## config.mk

```make
export PLATFORM = sky130hd
export DESIGN_NAME = abba_baba_site_score
export DESIGN_NICKNAME = d
export VERILOG_FILES = /design/src/hdl/abs_pkg.sv /design/src/hdl/abs_count.sv /design/src/hdl/abs_scale.sv /design/src/hdl/abs_norm.sv /design/src/hdl/abba_baba_site_score.sv
export SDC_FILE = /design/constraint.sdc
export NUM_CORES = 1
export LEC_CHECK = 0
export ABC_AREA = 1
export BUFFER_PORTS_ARGS = -buffer_cell sky130_fd_sc_hd__buf_2
export CAP_MARGIN = 20
export CORE_UTILIZATION = 35
export CTS_BUF_LIST = sky130_fd_sc_hd__clkbuf_4
export CTS_CLUSTER_SIZE = 25
export DETAILED_ROUTE_END_ITERATION = 8
export GPL_ROUTABILITY_DRIVEN = 0
export GPL_TIMING_DRIVEN = 0
export PLACE_DENSITY = 0.53
export RECOVER_POWER = 25
export SETUP_SLACK_MARGIN = 0.05
export SYNTH_ARGS = -nofsm -noshare
export SYNTH_HDL_FRONTEND = slang
export SYNTH_SLANG_ARGS = --single-unit
```

## constraint.sdc

```tcl
create_clock -name clock -period 11.38 [get_ports clock]
set_input_delay 0.569 -clock clock [delete_from_list [all_inputs] [get_ports clock]]
set_output_delay 0.569 -clock clock [all_outputs]
set_load 0.01 [all_outputs]
```

## src/hdl/abs_pkg.sv

```systemverilog
// Package for the ABBA-BABA site score block: widths, stage payload structs,
// base-count helpers and the reciprocal table used for the fraction scaling.
// Depends on nothing; every module of the block imports it.
package abs_pkg;

   // Fixed-point format of the two fractions
   localparam int FRACTION_BITS = 16;
   localparam int FRAC_W        = FRACTION_BITS + 1;

   // Field widths
   localparam int MASK_W  = 4;
   localparam int POP_W   = 3;
   localparam int CNT_W   = 5;
   localparam int TOTAL_W = 9;
   localparam int POW2_W  = 4;
   localparam int POW3_W  = 3;

   // Dividend is count << FRACTION_BITS and stays below 2^NUM_W.
   // Odd part of the total is at most 81 < 2^7, so a reciprocal with
   // NUM_W + 7 fraction bits gives exact floor quotients.
   localparam int NUM_W        = FRACTION_BITS + CNT_W;
   localparam int RECIP_SHIFT  = NUM_W + 7;
   localparam int RECIP_W      = RECIP_SHIFT + 1;
   localparam int PROD_W       = CNT_W + RECIP_W;
   localparam int BASE_SHIFT   = RECIP_SHIFT - FRACTION_BITS;
   localparam int SHIFT_W      = $clog2(BASE_SHIFT + 9);

   localparam logic [RECIP_W-1:0] RECIP_1  = RECIP_W'(64'd1 << RECIP_SHIFT);
   localparam logic [RECIP_W-1:0] RECIP_3  =
      RECIP_W'(((64'd1 << RECIP_SHIFT) + 64'd2) / 64'd3);
   localparam logic [RECIP_W-1:0] RECIP_9  =
      RECIP_W'(((64'd1 << RECIP_SHIFT) + 64'd8) / 64'd9);
   localparam logic [RECIP_W-1:0] RECIP_27 =
      RECIP_W'(((64'd1 << RECIP_SHIFT) + 64'd26) / 64'd27);
   localparam logic [RECIP_W-1:0] RECIP_81 =
      RECIP_W'(((64'd1 << RECIP_SHIFT) + 64'd80) / 64'd81);

   // Stage 1 -> stage 2 payload
   typedef struct packed {
      logic [CNT_W-1:0]  abba_cnt;
      logic [CNT_W-1:0]  baba_cnt;
      logic [POW2_W-1:0] pow2;
      logic [POW3_W-1:0] pow3;
      logic              empty;
   } count_type;

   // Stage 2 -> stage 3 payload
   typedef struct packed {
      logic [PROD_W-1:0]  abba_prod;
      logic [PROD_W-1:0]  baba_prod;
      logic [POW2_W-1:0]  pow2;
      logic [TOTAL_W-1:0] total;
      logic               empty;
   } prod_type;

   // Stage 3 result
   typedef struct packed {
      logic [FRAC_W-1:0]  abba_fraction;
      logic [FRAC_W-1:0]  baba_fraction;
      logic [TOTAL_W-1:0] total;
      logic               empty;
   } result_type;

   function automatic logic [POP_W-1:0] pop4(input logic [MASK_W-1:0] m);
      pop4 = POP_W'(m[0]) + POP_W'(m[1]) + POP_W'(m[2]) + POP_W'(m[3]);
   endfunction

   // Power-of-two exponent that a base count contributes to the total
   function automatic logic [1:0] pop_pow2(input logic [POP_W-1:0] p);
      case (p)
         3'd2:    pop_pow2 = 2'd1;
         3'd4:    pop_pow2 = 2'd2;
         default: pop_pow2 = 2'd0;
      endcase
   endfunction

   // Power-of-three exponent that a base count contributes to the total
   function automatic logic pop_pow3(input logic [POP_W-1:0] p);
      pop_pow3 = (p == 3'd3);
   endfunction

   function automatic logic [RECIP_W-1:0] recip(input logic [POW3_W-1:0] e);
      case (e)
         3'd0:    recip = RECIP_1;
         3'd1:    recip = RECIP_3;
         3'd2:    recip = RECIP_9;
         3'd3:    recip = RECIP_27;
         3'd4:    recip = RECIP_81;
         default: recip = RECIP_1;
      endcase
   endfunction

   function automatic logic [TOTAL_W-1:0] pow3_val(input logic [POW3_W-1:0] e);
      case (e)
         3'd0:    pow3_val = TOTAL_W'(1);
         3'd1:    pow3_val = TOTAL_W'(3);
         3'd2:    pow3_val = TOTAL_W'(9);
         3'd3:    pow3_val = TOTAL_W'(27);
         3'd4:    pow3_val = TOTAL_W'(81);
         default: pow3_val = TOTAL_W'(1);
      endcase
   endfunction

endpackage

```

## src/hdl/abs_count.sv

```systemverilog
// Stage 1 of the site score pipeline: base popcounts, ABBA and BABA counts,
// and the total split into power-of-two and power-of-three exponents.
// Depends on abs_pkg.
module abs_count (
   input  logic                      clock,
   input  logic                      reset,
   input  logic                      advance,
   input  logic                      in_valid,
   input  logic [3:0]                mask_first,
   input  logic [3:0]                mask_second,
   input  logic [3:0]                mask_third,
   input  logic [3:0]                mask_fourth,
   output logic                      out_valid,
   output abs_pkg::count_type        out_data
);
   import abs_pkg::*;

   logic              valid_ff;
   count_type         data_ff;
   count_type         data_in;
   logic [POP_W-1:0]  p1, p2, p3, p4;
   logic [POP_W-1:0]  p14, p23, p13, p24, p_same;
   logic [CNT_W-1:0]  same;

   // Count set bases per taxon and per taxon pair
   always_comb begin
      p1     = pop4(mask_first);
      p2     = pop4(mask_second);
      p3     = pop4(mask_third);
      p4     = pop4(mask_fourth);
      p14    = pop4(mask_first & mask_fourth);
      p23    = pop4(mask_second & mask_third);
      p13    = pop4(mask_first & mask_third);
      p24    = pop4(mask_second & mask_fourth);
      p_same = pop4(mask_first & mask_second & mask_third & mask_fourth);
      same   = CNT_W'(p_same);

      data_in.empty = (p1 == '0) || (p2 == '0) || (p3 == '0) || (p4 == '0);
      if (data_in.empty) begin
         // Zero counts and unit divisor give zero fractions downstream
         data_in.abba_cnt = '0;
         data_in.baba_cnt = '0;
         data_in.pow2     = '0;
         data_in.pow3     = '0;
      end else begin
         data_in.abba_cnt = CNT_W'(CNT_W'(p14) * CNT_W'(p23)) - same;
         data_in.baba_cnt = CNT_W'(CNT_W'(p13) * CNT_W'(p24)) - same;
         data_in.pow2     = POW2_W'(pop_pow2(p1)) + POW2_W'(pop_pow2(p2))
                          + POW2_W'(pop_pow2(p3)) + POW2_W'(pop_pow2(p4));
         data_in.pow3     = POW3_W'(pop_pow3(p1)) + POW3_W'(pop_pow3(p2))
                          + POW3_W'(pop_pow3(p3)) + POW3_W'(pop_pow3(p4));
      end
   end

   // Advance the stage valid bit
   always_ff @(posedge clock) begin
      if (reset) begin
         valid_ff <= 1'b0;
      end else if (advance) begin
         valid_ff <= in_valid;
      end
   end

   // Hold payload while stalled
   always_ff @(posedge clock) begin
      if (advance) begin
         data_ff <= data_in;
      end
   end

   assign out_valid = valid_ff;
   assign out_data  = data_ff;

endmodule

```

## src/hdl/abs_scale.sv

```systemverilog
// Stage 2 of the site score pipeline: multiply both counts by the reciprocal
// of the odd part of the total, and rebuild the total itself.
// Depends on abs_pkg.
module abs_scale (
   input  logic                clock,
   input  logic                reset,
   input  logic                advance,
   input  logic                in_valid,
   input  abs_pkg::count_type  in_data,
   output logic                out_valid,
   output abs_pkg::prod_type   out_data
);
   import abs_pkg::*;

   logic                valid_ff;
   prod_type            data_ff;
   prod_type            data_in;
   logic [RECIP_W-1:0]  rcp;
   logic [TOTAL_W:0]    total_wide;

   // Scale counts; total is 3^pow3 << pow2, at most 256
   always_comb begin
      rcp               = recip(in_data.pow3);
      data_in.abba_prod = PROD_W'(in_data.abba_cnt) * PROD_W'(rcp);
      data_in.baba_prod = PROD_W'(in_data.baba_cnt) * PROD_W'(rcp);
      data_in.pow2      = in_data.pow2;
      data_in.empty     = in_data.empty;
      total_wide        = (TOTAL_W + 1)'(pow3_val(in_data.pow3)) << in_data.pow2;
      data_in.total     = in_data.empty ? '0 : total_wide[TOTAL_W-1:0];
   end

   // Advance the stage valid bit
   always_ff @(posedge clock) begin
      if (reset) begin
         valid_ff <= 1'b0;
      end else if (advance) begin
         valid_ff <= in_valid;
      end
   end

   // Hold payload while stalled
   always_ff @(posedge clock) begin
      if (advance) begin
         data_ff <= data_in;
      end
   end

   assign out_valid = valid_ff;
   assign out_data  = data_ff;

endmodule

```

## src/hdl/abs_norm.sv

```systemverilog
// Stage 3 of the site score pipeline: drop reciprocal fraction bits and the
// power-of-two part of the total to form the truncated fractions.
// Depends on abs_pkg.
module abs_norm (
   input  logic                 clock,
   input  logic                 reset,
   input  logic                 advance,
   input  logic                 in_valid,
   input  abs_pkg::prod_type    in_data,
   output logic                 out_valid,
   output abs_pkg::result_type  out_data
);
   import abs_pkg::*;

   logic                valid_ff;
   result_type          data_ff;
   result_type          data_in;
   logic [SHIFT_W-1:0]  shift;
   logic [PROD_W-1:0]   abba_q;
   logic [PROD_W-1:0]   baba_q;

   // Shift out reciprocal precision and the power-of-two divisor
   always_comb begin
      shift                 = SHIFT_W'(BASE_SHIFT) + SHIFT_W'(in_data.pow2);
      abba_q                = in_data.abba_prod >> shift;
      baba_q                = in_data.baba_prod >> shift;
      data_in.abba_fraction = abba_q[FRAC_W-1:0];
      data_in.baba_fraction = baba_q[FRAC_W-1:0];
      data_in.total         = in_data.total;
      data_in.empty         = in_data.empty;
   end

   // Advance the output valid bit
   always_ff @(posedge clock) begin
      if (reset) begin
         valid_ff <= 1'b0;
      end else if (advance) begin
         valid_ff <= in_valid;
      end
   end

   // Hold result while the receiver stalls
   always_ff @(posedge clock) begin
      if (advance) begin
         data_ff <= data_in;
      end
   end

   assign out_valid = valid_ff;
   assign out_data  = data_ff;

endmodule

```

## src/hdl/abba_baba_site_score.sv

```systemverilog
// ABBA-BABA site score, top level.
//
// Request channel (req_*): one alignment site per transaction, four 4-bit
// base masks (bit0 A, bit1 C, bit2 G, bit3 T). Response channel (rsp_*):
// ABBA and BABA fractions of all resolutions, unsigned with 16 fraction
// bits and truncated (65536 is 1.0), the resolution total, and an empty
// flag that is set with zero fractions when some mask has no base.
// One response per request, in order.
// An accepted request passes in turn through the three register stages
// (counting, reciprocal multiply, normalizing shift), which all move
// together; rsp_valid comes from the last. Throughput: one transaction
// per cycle while the receiver keeps rsp_ready high.
// When the receiver holds rsp_ready low with a response waiting, every
// stage holds and req_ready drops; req_ready stays high while the output
// register is empty or being taken, so no cycle is lost to a bubble.
// Reset clears all stage valid bits; the block accepts a transaction in
// the first cycle after reset is released.
// Depends on abs_pkg, abs_count, abs_scale and abs_norm.
module abba_baba_site_score (
   input  logic        clock,
   input  logic        reset,
   input  logic        req_valid,
   output logic        req_ready,
   input  logic [3:0]  req_mask_first,
   input  logic [3:0]  req_mask_second,
   input  logic [3:0]  req_mask_third,
   input  logic [3:0]  req_mask_fourth,
   output logic        rsp_valid,
   input  logic        rsp_ready,
   output logic [16:0] rsp_abba_fraction,
   output logic [16:0] rsp_baba_fraction,
   output logic [8:0]  rsp_resolution_total,
   output logic        rsp_empty_site
);
   import abs_pkg::*;

   logic        advance;
   logic        s1_valid, s2_valid, s3_valid;
   count_type   s1_data;
   prod_type    s2_data;
   result_type  s3_data;

   // Move the whole pipeline unless a finished response is stalled
   assign advance   = !s3_valid || rsp_ready;
   assign req_ready = advance;

   abs_count u_count (
      .clock       (clock),
      .reset       (reset),
      .advance     (advance),
      .in_valid    (req_valid),
      .mask_first  (req_mask_first),
      .mask_second (req_mask_second),
      .mask_third  (req_mask_third),
      .mask_fourth (req_mask_fourth),
      .out_valid   (s1_valid),
      .out_data    (s1_data)
   );

   abs_scale u_scale (
      .clock     (clock),
      .reset     (reset),
      .advance   (advance),
      .in_valid  (s1_valid),
      .in_data   (s1_data),
      .out_valid (s2_valid),
      .out_data  (s2_data)
   );

   abs_norm u_norm (
      .clock     (clock),
      .reset     (reset),
      .advance   (advance),
      .in_valid  (s2_valid),
      .in_data   (s2_data),
      .out_valid (s3_valid),
      .out_data  (s3_data)
   );

   // Drive the response ports from the output stage
   assign rsp_valid            = s3_valid;
   assign rsp_abba_fraction    = s3_data.abba_fraction;
   assign rsp_baba_fraction    = s3_data.baba_fraction;
   assign rsp_resolution_total = s3_data.total;
   assign rsp_empty_site       = s3_data.empty;

endmodule
```

* Word level (Yosys, flattened, before mapping) *
Cells that the tools add are included.

cells by class
  $add $sub $neg = 36
  multiply operators = 4
  divide/modulo/power cells = 0
  order comparisons = 0
  equal/unequal tests = 16
  shift operators = 3
  multiplexer cells = 10
  bitwise logic cells = 7
  reductions and logical operators = 9

operators by type and width
  kind                                           number
  case mux 29 bit (4 select lines)               1
  multiplier 5 x 29 -> 34 bit                    2
  right shift 34 x 5 -> 17 bit                   2
  adder 3 x 1 -> 3 bit                           20
  == test 3 x 2 -> 1 bit, second input constant  10
  bitwise AND 4 bit                              7
  case mux 7 bit (4 select lines)                1
  adder 1 x 1 -> 2 bit                           10
  case mux 2 bit (2 select lines)                4
  == test 3 bit, second input constant           5
  zero test 3 bit                                4
  multiplier 3 x 3 -> 5 bit                      2
  subtractor 5 x 3 -> 5 bit                      2
  left shift 7 x 4 -> 9 bit                      1
  adder 4 x 2 -> 4 bit                           2
  2-to-1 mux 2 bit                               4
  adder 4 x 4 -> 5 bit, first input constant     1
  logical OR 1 bit                               4
  adder 2 x 2 -> 3 bit                           1
  == test 3 x 1 -> 1 bit, second input constant  1
  zero test 1 bit                                1

storage, ports and cells
  register bits = 147
  latch bits = 0
  bits in writable memories = 0
  memory bits (read-only) = 0
  output and inout port bits = 46
  logic and storage cells = 102
  memories = 0

* Longest topological paths before layout *
Gate-level depths: netlist of run 1.

  depth in word-level cells = 11
  mapped depth = 27
  gate-level depth less buffers = 27

* By module *
Synthesis of run 1 repeated with hierarchy kept, for this count alone.

second synthesis, totals
  cell total of the unflattened synthesis = 2348
  area, all modules = 16881.2 µm²

modules (own cells, without submodules)
  module                instances  cells an instance  area an instance (µm²)  sequential area each (µm²)
  abs_scale             1          1612               11355.9                 2422.3
  abs_norm              1          461                3198.1                  1341.3
  abs_count             1          273                2319.7                  560.5
  abba_baba_site_score  1          2                  7.5                     0.0

* Least setup slack after synthesis of run 1 *
No wires, ideal clock.

  path type = register -> register
  start point = reg u_count.data_ff (netlist bit u_count.out_data[3])
  end point = reg u_scale.data_ff (netlist bit u_scale.out_data[41]) (data pin)
  data arrival time = 4.048 ns
  slack = 7.079 ns
  cell stages (with the launch flop) = 21
  buffers on the path = 0
  path through = edfxtp_1 inv_1 nand2_1 nor2_2 inv_2 nand2_2 nand2_1 fa_1 inv_1 fa_1 inv_1 fa_1 inv_1 ha_1 nand2_1 nor2_1 inv_1 nor4_1 nand2_1 nand3_1 nand2_1

RTL lines
  element                 RTL line         RTL
  start, declared         abs_count.sv:19  count_type data_ff;
  start signal, assigned  abs_count.sv:67  data_ff <= data_in;
  end signal, assigned    abs_scale.sv:44  data_ff <= data_in;
  end, declared           abs_scale.sv:16  prod_type data_ff;

==> flow_summary.json, run 1 <==
{
  "endpoint_kind": "register",
  "rows": 75,
  "crit_arrival_ns": 6.08,
  "cts_buffers": 17,
  "via_per_inst": 4.80,
  "core_area_sq_um": 42100,
  "synthXorXnorAreaFrac_pct": 1.11,
  "setup_viol": 0,
  "vias": 13000,
  "layout-drive-gt1-share_pct": 6.29,
  "grt_pass1_wl_microns": 66100,
  "ios": 66,
  "drv_slew": 90,
  "cts_resized": 0,
  "io_buffers": 65,
  "die_area_sq_um": 43700,
  "holdPathStages": 2,
  "grt_pass1_vias": 13000,
  "cp.required_ns": 11.75,
  "hp-class": "input pin to register",
  "wl_per_cell_microns": 15.1,
  "synth_nets": 2355,
  "cap_viol_max_count": 1,
  "synthSimpleGateAreaFrac_pct": 25.4,
  "cts_tree": "built",
  "drt_iter0_drc": 658,
  "crit_type": "register to register",
  "yosysWarnings": 0,
  "ff2ff_path_depth": 21,
  "crit_path_start_kind": "register",
  "synth_area_per_cell_sq_um": 7.28,
  "place_ws_ns": 5.96,
  "skew_ns": 0.0436,
  "overflow": 0,
  "synth_flop_cell": "edfxtp_1",
  "cts_hold_buffers": 0,
  "postRouteAntennaNets": 0,
  "ir_drop_mv": 0.0766,
  "die_x_microns": 209,
  "first_pass_iters": 5,
  "yosysUniqueCellTypes": 44,
  "fmax_mhz": 175,
  "antenna_found_initial": 2,
  "root_buffer": "clkbuf_4",
  "synth-edff-count": 120,
  "clock_path_buffers": 2,
  "dp_hpwl_microns": 34900,
  "finalCritPeriodShare_pct": 50.2,
  "powerDensity_nw_per_um2": 155,
  "slew_headroom_pct": -217,
  "grtUsageTotal_pct": 19.2,
  "chipHeight_microns": 209,
  "grt_max_degree": 90,
  "wl_microns": 40800,
  "fin_ws_ns": 5.67,
  "status": "finished with violations",
  "synth.area.mux_share_pct": 0.333,
  "synth_top_family_by_area": "adder cells",
  "fin_nets": 2440,
  "ys_seq_area_share_pct": 24.4,
  "initial_utilization_pct": 35.6,
  "yosysTopAreaCellShare_pct": 24.0,
  "cts_sinks": 123,
  "drc": 0,
  "setup_tns_ns": 0,
  "synth_seq_cells": 123,
  "netlist_instances": 2063,
  "post_cts_buffers": 0,
  "clk_pin_slew_worst_paths_ns": 0.12,
  "syn_area_sq_um": 15000,
  "synth_compound_area_share_pct": 8.20,
  "h-tree-depth": 4,
  "yosys-top-cells-area": "edfxtp_1, fa_1, nand2_1",
  "violations": "max-capacitance violations, max-slew violations",
  "synth_largest_area_cell": "edfxtp_1",
  "rsz0062_at_grt": "no",
  "power_leakage_nw": 8.78,
  "areaGrowthSynthToFinish_pct": 8.77,
  "tightest_slew_ns": 4.76,
  "hold_viol": 0,
  "min_period_ns": 5.71,
  "clk-insertion-delay-late_ns": 0.63,
  "ys_async_sr_fraction_pct": 0,
  "yosys.area_share.adder_pct": 28.6,
  "worstPathMaxFanout": 10
}
through the flow:
| stage | hold WS [ns] | util, % | area, sq um | std cells | total power, mW |
|---|---|---|---|---|---|
| after floorplan | 0.400 | - | 15000 | 2063 | 1.73 |
| after global placement | 0.410 | 38.0 | 16000 | 2667 | 2.17 |
| after detailed placement | 0.405 | 38.1 | 16000 | 2668 | 2.18 |
| after CTS | 0.0650 | 38.8 | 16400 | 2700 | 2.54 |
| after global routing | 0.0738 | 38.8 | 16300 | 2701 | 2.77 |
| final | 0.138 | 38.8 | 16300 | 2701 | 2.53 |
worst paths after layout:
check / end / start / slack (ns)
max: u_scale.out_data[42] / u_count.out_data[1] / 5.67
min: u_scale.out_valid / reset / 0.14
max reg2reg: u_scale.out_data[42] / u_count.out_data[1] / 5.67
min reg2reg: u_norm.out_data[4] / u_scale.out_data[4] / 0.40
power breakdown:
group	total [mW]	switching (mW)	internal, mW
Combinational	1.40	0.935	0.464
Clock	0.353	0.194	0.160
Sequential	0.775	0.0761	0.699
Total	2.53	1.20	1.32
area by class of cell:
class,count,area (sq um)
tap,539,674
antenna,1,2.50
fill,4422,25800
multi-input combinational,1467,9550
inverter,433,1630
sequential,123,3660
clock buffer,18,135
timing repair buffer,66,329
buffer,40,170
clock inverter,14,183
cells in the final DEF, fill, tap and decap left out, drive strengths merged:
| master | synthesis | layout |
|---|---|---|
| ha | 154 | 154 |
| nor3 | 28 | 28 |
| a21o | 3 | 3 |
| fa | 118 | 118 |
| o21a | 2 | 2 |
| o22a | 1 | 1 |
| nor4 | 1 | 1 |
| clkinvlp | 0 | 3 |
| mux2i | 5 | 5 |
| a21oi | 76 | 76 |
| o31ai | 2 | 2 |
| a211oi | 2 | 2 |
| buf | 20 | 84 |
| nand3b | 3 | 3 |
| a22oi | 2 | 2 |
| xor2 | 19 | 19 |
| nand4 | 4 | 4 |
| dfxtp | 3 | 3 |
| clkinv | 0 | 3 |
| inv | 433 | 438 |
| nand3 | 95 | 95 |
| o21bai | 9 | 9 |
| or2 | 5 | 5 |
| nor2 | 244 | 244 |
| o21ai | 111 | 111 |
| clkbuf | 20 | 40 |
| o22ai | 6 | 6 |
| and2 | 3 | 3 |
| o32ai | 1 | 1 |
| a31oi | 6 | 6 |
| bufinv | 0 | 3 |
| diode | 0 | 1 |
| nor3b | 2 | 2 |
| o211ai | 7 | 7 |
| edfxtp | 120 | 120 |
| nand2 | 558 | 558 |
kinds of logic after synthesis:
| family | after synthesis |
|---|---|
| AND/OR/NAND/NOR | 943 |
| AO/OA/AOI/OAI | 228 |
| flip-flops | 123 |
| multiplexers | 5 |
| buffers and inverters | 473 |
| adder cells (fa/ha/maj) | 272 |
| XOR/XNOR | 19 |
critical path, cell delays in order (launching register included):
cell      delay (ns)
edfxtp_1        0.51
nand2_1         0.15
clkbuf_1        0.63
inv_1           0.20
nand2_2         0.30
nand2_4         0.20
nor2_2          0.46
nor2_1          0.09
ha_1            0.35
fa_1            0.55
inv_1           0.05
fa_1            0.51
inv_1           0.04
ha_1            0.39
nand2_1         0.14
nor2_1          0.19
inv_1           0.10
nor3_1          0.24
and2_1          0.17
nand2_1         0.09
nand3_1         0.10
nand2_1         0.05
sequential cells by signal, summed over array words and instances (netlist names):
register / cells
u_count.out_data: 18
u_count.out_valid: 1
u_norm.out_data: 44
u_norm.out_valid: 1
u_scale.out_data: 58
u_scale.out_valid: 1
per-layer routing:
layer	global-route usage (%)	part of all wire, %
met1	24.1	45
met4	9.69	4.5
met3	2.40	3.6
met5	0	0
met2	32.6	46
synth_stat cells, types with 5 or more instances:
cell      instances
buf_1             5
o211ai_1          7
nand2_2           5
mux2i_1           5
nand3_1          94
edfxtp_1        120
nor2_1          237
o21ai_0         110
clkbuf_1         20
xor2_1           19
a31oi_1           6
or2_2             5
o21bai_1          9
a21oi_1          76
nor3_1           27
ha_1            154
nand2_1         552
o22ai_1           6
inv_1           429
fa_1            118
buf_2            13
(Power assumes the default switching activity.)
==> run 2, diff against run 1 <==
- clock period: 11.38 -> 5.91 ns (I/O delays scaled with it)
==> run 2 against run 1 <==
Against the previous run:
- the flow still finishes with violations (max-capacitance violations, max-slew violations)
- worst setup slack worse by 5.2 ns
- cell area up 0.27%
- count of clock-buffer cells in the layout unchanged
- critical endpoint is now u_scale.out_data[39]
- register-to-register slack worse by 5.2 ns
- clock power up 92%
- total power up 92%
- combinational power up 92%
- global-route usage about the same
- highest routed layer unchanged
- hold slack better by 0.26 ns
- sequential share of layout area down 0.060 points
- final cell count up 0.15%
- critical path type unchanged
==> flow_summary.json, run 2 (synthesized netlist as in run 1, its figures left out) <==
{
  "die_area_sq_um": 43700,
  "vias": 13000,
  "endpoint_kind": "register",
  "crit_arrival_ns": 5.84,
  "crit_path_start_kind": "register",
  "chipHeight_microns": 209,
  "grt_pass1_vias": 13000,
  "cts_hold_buffers": 4,
  "place_ws_ns": 0.492,
  "hp-class": "register to register",
  "mostFrequentLayoutCells": "nand2_1, inv_1, nor2_1",
  "grt_pass1_wl_microns": 66200,
  "via_per_inst": 4.79,
  "multi_input_area_sq_um": 9550,
  "finalCritPeriodShare_pct": 92.9,
  "io_buffers": 65,
  "h-tree-depth": 4,
  "wl_microns": 40800,
  "slew_headroom_pct": -0.184,
  "area.sequential_sq_um": 3660,
  "drt_iter0_drc": 651,
  "dp_hpwl_microns": 34900,
  "ir_drop_mv": 0.146,
  "layout-drive-gt1-share_pct": 5.36,
  "clk-insertion-delay-late_ns": 0.62,
  "overflow": 0,
  "setup_tns_ns": 0,
  "setup_viol": 0,
  "clk_pin_slew_worst_paths_ns": 0.16,
  "fmax_mhz": 182,
  "place_area_sq_um": 16000,
  "cap_viol_max_count": 1,
  "tightest_slew_ns": 1.49,
  "wl_per_cell_microns": 15.1,
  "worstPathMaxFanout": 9,
  "grtUsageTotal_pct": 19.3,
  "cts_buffers": 17,
  "num-fill-cells": 4426,
  "largest_reg_flops": 58,
  "power_leakage_nw": 8.74,
  "root_buffer": "clkbuf_4",
  "fin_nets": 2444,
  "drc": 0,
  "rows": 75,
  "skew_ns": 0.0430,
  "cts_tree": "built",
  "status": "finished with violations",
  "cp.required_ns": 6.26,
  "final_area_sq_um": 16400,
  "postRouteAntennaNets": 0,
  "fin_ws_ns": 0.421,
  "post_cts_buffers": 0,
  "core_area_sq_um": 42100,
  "min_period_ns": 5.49,
  "die_x_microns": 209,
  "crit_type": "register to register",
  "final_common_cell": "nand2_1",
  "hold_viol": 0,
  "cts_sinks": 123,
  "first_pass_iters": 7,
  "rsz0062_at_grt": "no",
  "initial_utilization_pct": 35.6,
  "ios": 66,
  "drv_slew": 1,
  "antenna_found_initial": 2,
  "grt_max_degree": 90,
  "powerDensity_nw_per_um2": 297,
  "areaGrowthSynthToFinish_pct": 9.07,
  "clock_path_buffers": 2,
  "cts_resized": 0,
  "violations": "max-capacitance violations, max-slew violations"
}
-- run 2: changes by cell type in the layout (fill, tap and decap cells not counted), sizes merged --
cell,delta
dlygate4sd3,+4
buf,-20
clkbuf,+20
-- run 2: worst max-delay path, cell delays in order (launching register included) --
cell and delay, ns:
edfxtp_1 0.57, inv_1 0.19, nand3_2 0.28, inv_2 0.36, nor2_1 0.21, nor2_1 0.29, nor2_1 0.15, fa_1 0.57
inv_1 0.06, fa_1 0.54, inv_1 0.07, fa_1 0.52, inv_1 0.05, ha_1 0.35, nand2_1 0.10, nor2_1 0.15
inv_1 0.11, nor3_1 0.17, nand2_1 0.08, nand2_1 0.18, nand2_1 0.10, nand3_1 0.08, nand2_1 0.07
-- run 2: power by group --
group	switching, mW	total [mW]	internal (mW)
Clock	0.372	0.679	0.307
Combinational	1.80	2.69	0.885
Sequential	0.149	1.49	1.34
-- run 2: path summary, 6_finish.rpt --
path                            start              endpoint  slack (ns)  cells after the start
setup / recovery  u_count.out_data[2]  u_scale.out_data[39]        0.42                     22
hold / removal    u_scale.out_data[4]    u_norm.out_data[4]        0.40                      0
setup reg to reg  u_count.out_data[2]  u_scale.out_data[39]        0.42                     22
hold reg to reg   u_scale.out_data[4]    u_norm.out_data[4]        0.40                      0
-- run 2: area by class of cell --
class	count	share of cell area, %
multi-input combinational	1467	58.3
tap	539	4.12
antenna	1	0.0153
sequential	123	22.4
clock buffer	18	0.825
clock inverter	14	1.12
timing repair buffer	70	2.23
buffer	40	1.08
inverter	433	9.93
-- run 2: stage by stage --
step | utilization (%) | instances | total power, mW | hold slack [ns]
CTS | 38.9 | 2704 | 4.90 | 0.327
floorplan | - | 2063 | 3.34 | 0.365
finish | 38.9 | 2705 | 4.86 | 0.401
detailed placement | 38.1 | 2668 | 4.19 | 0.405
global route | 38.9 | 2705 | 5.33 | 0.349
global placement | 38.0 | 2667 | 4.18 | 0.410
-- run 2: layer usage --
metal	GRT usage (%)	part of all wire, %	up-vias
li1	-	-	6637
met1	24.1	45	5881
met2	32.6	46	342
met3	2.40	3.7	97
met4	9.69	4.4	0
met5	0	0	-
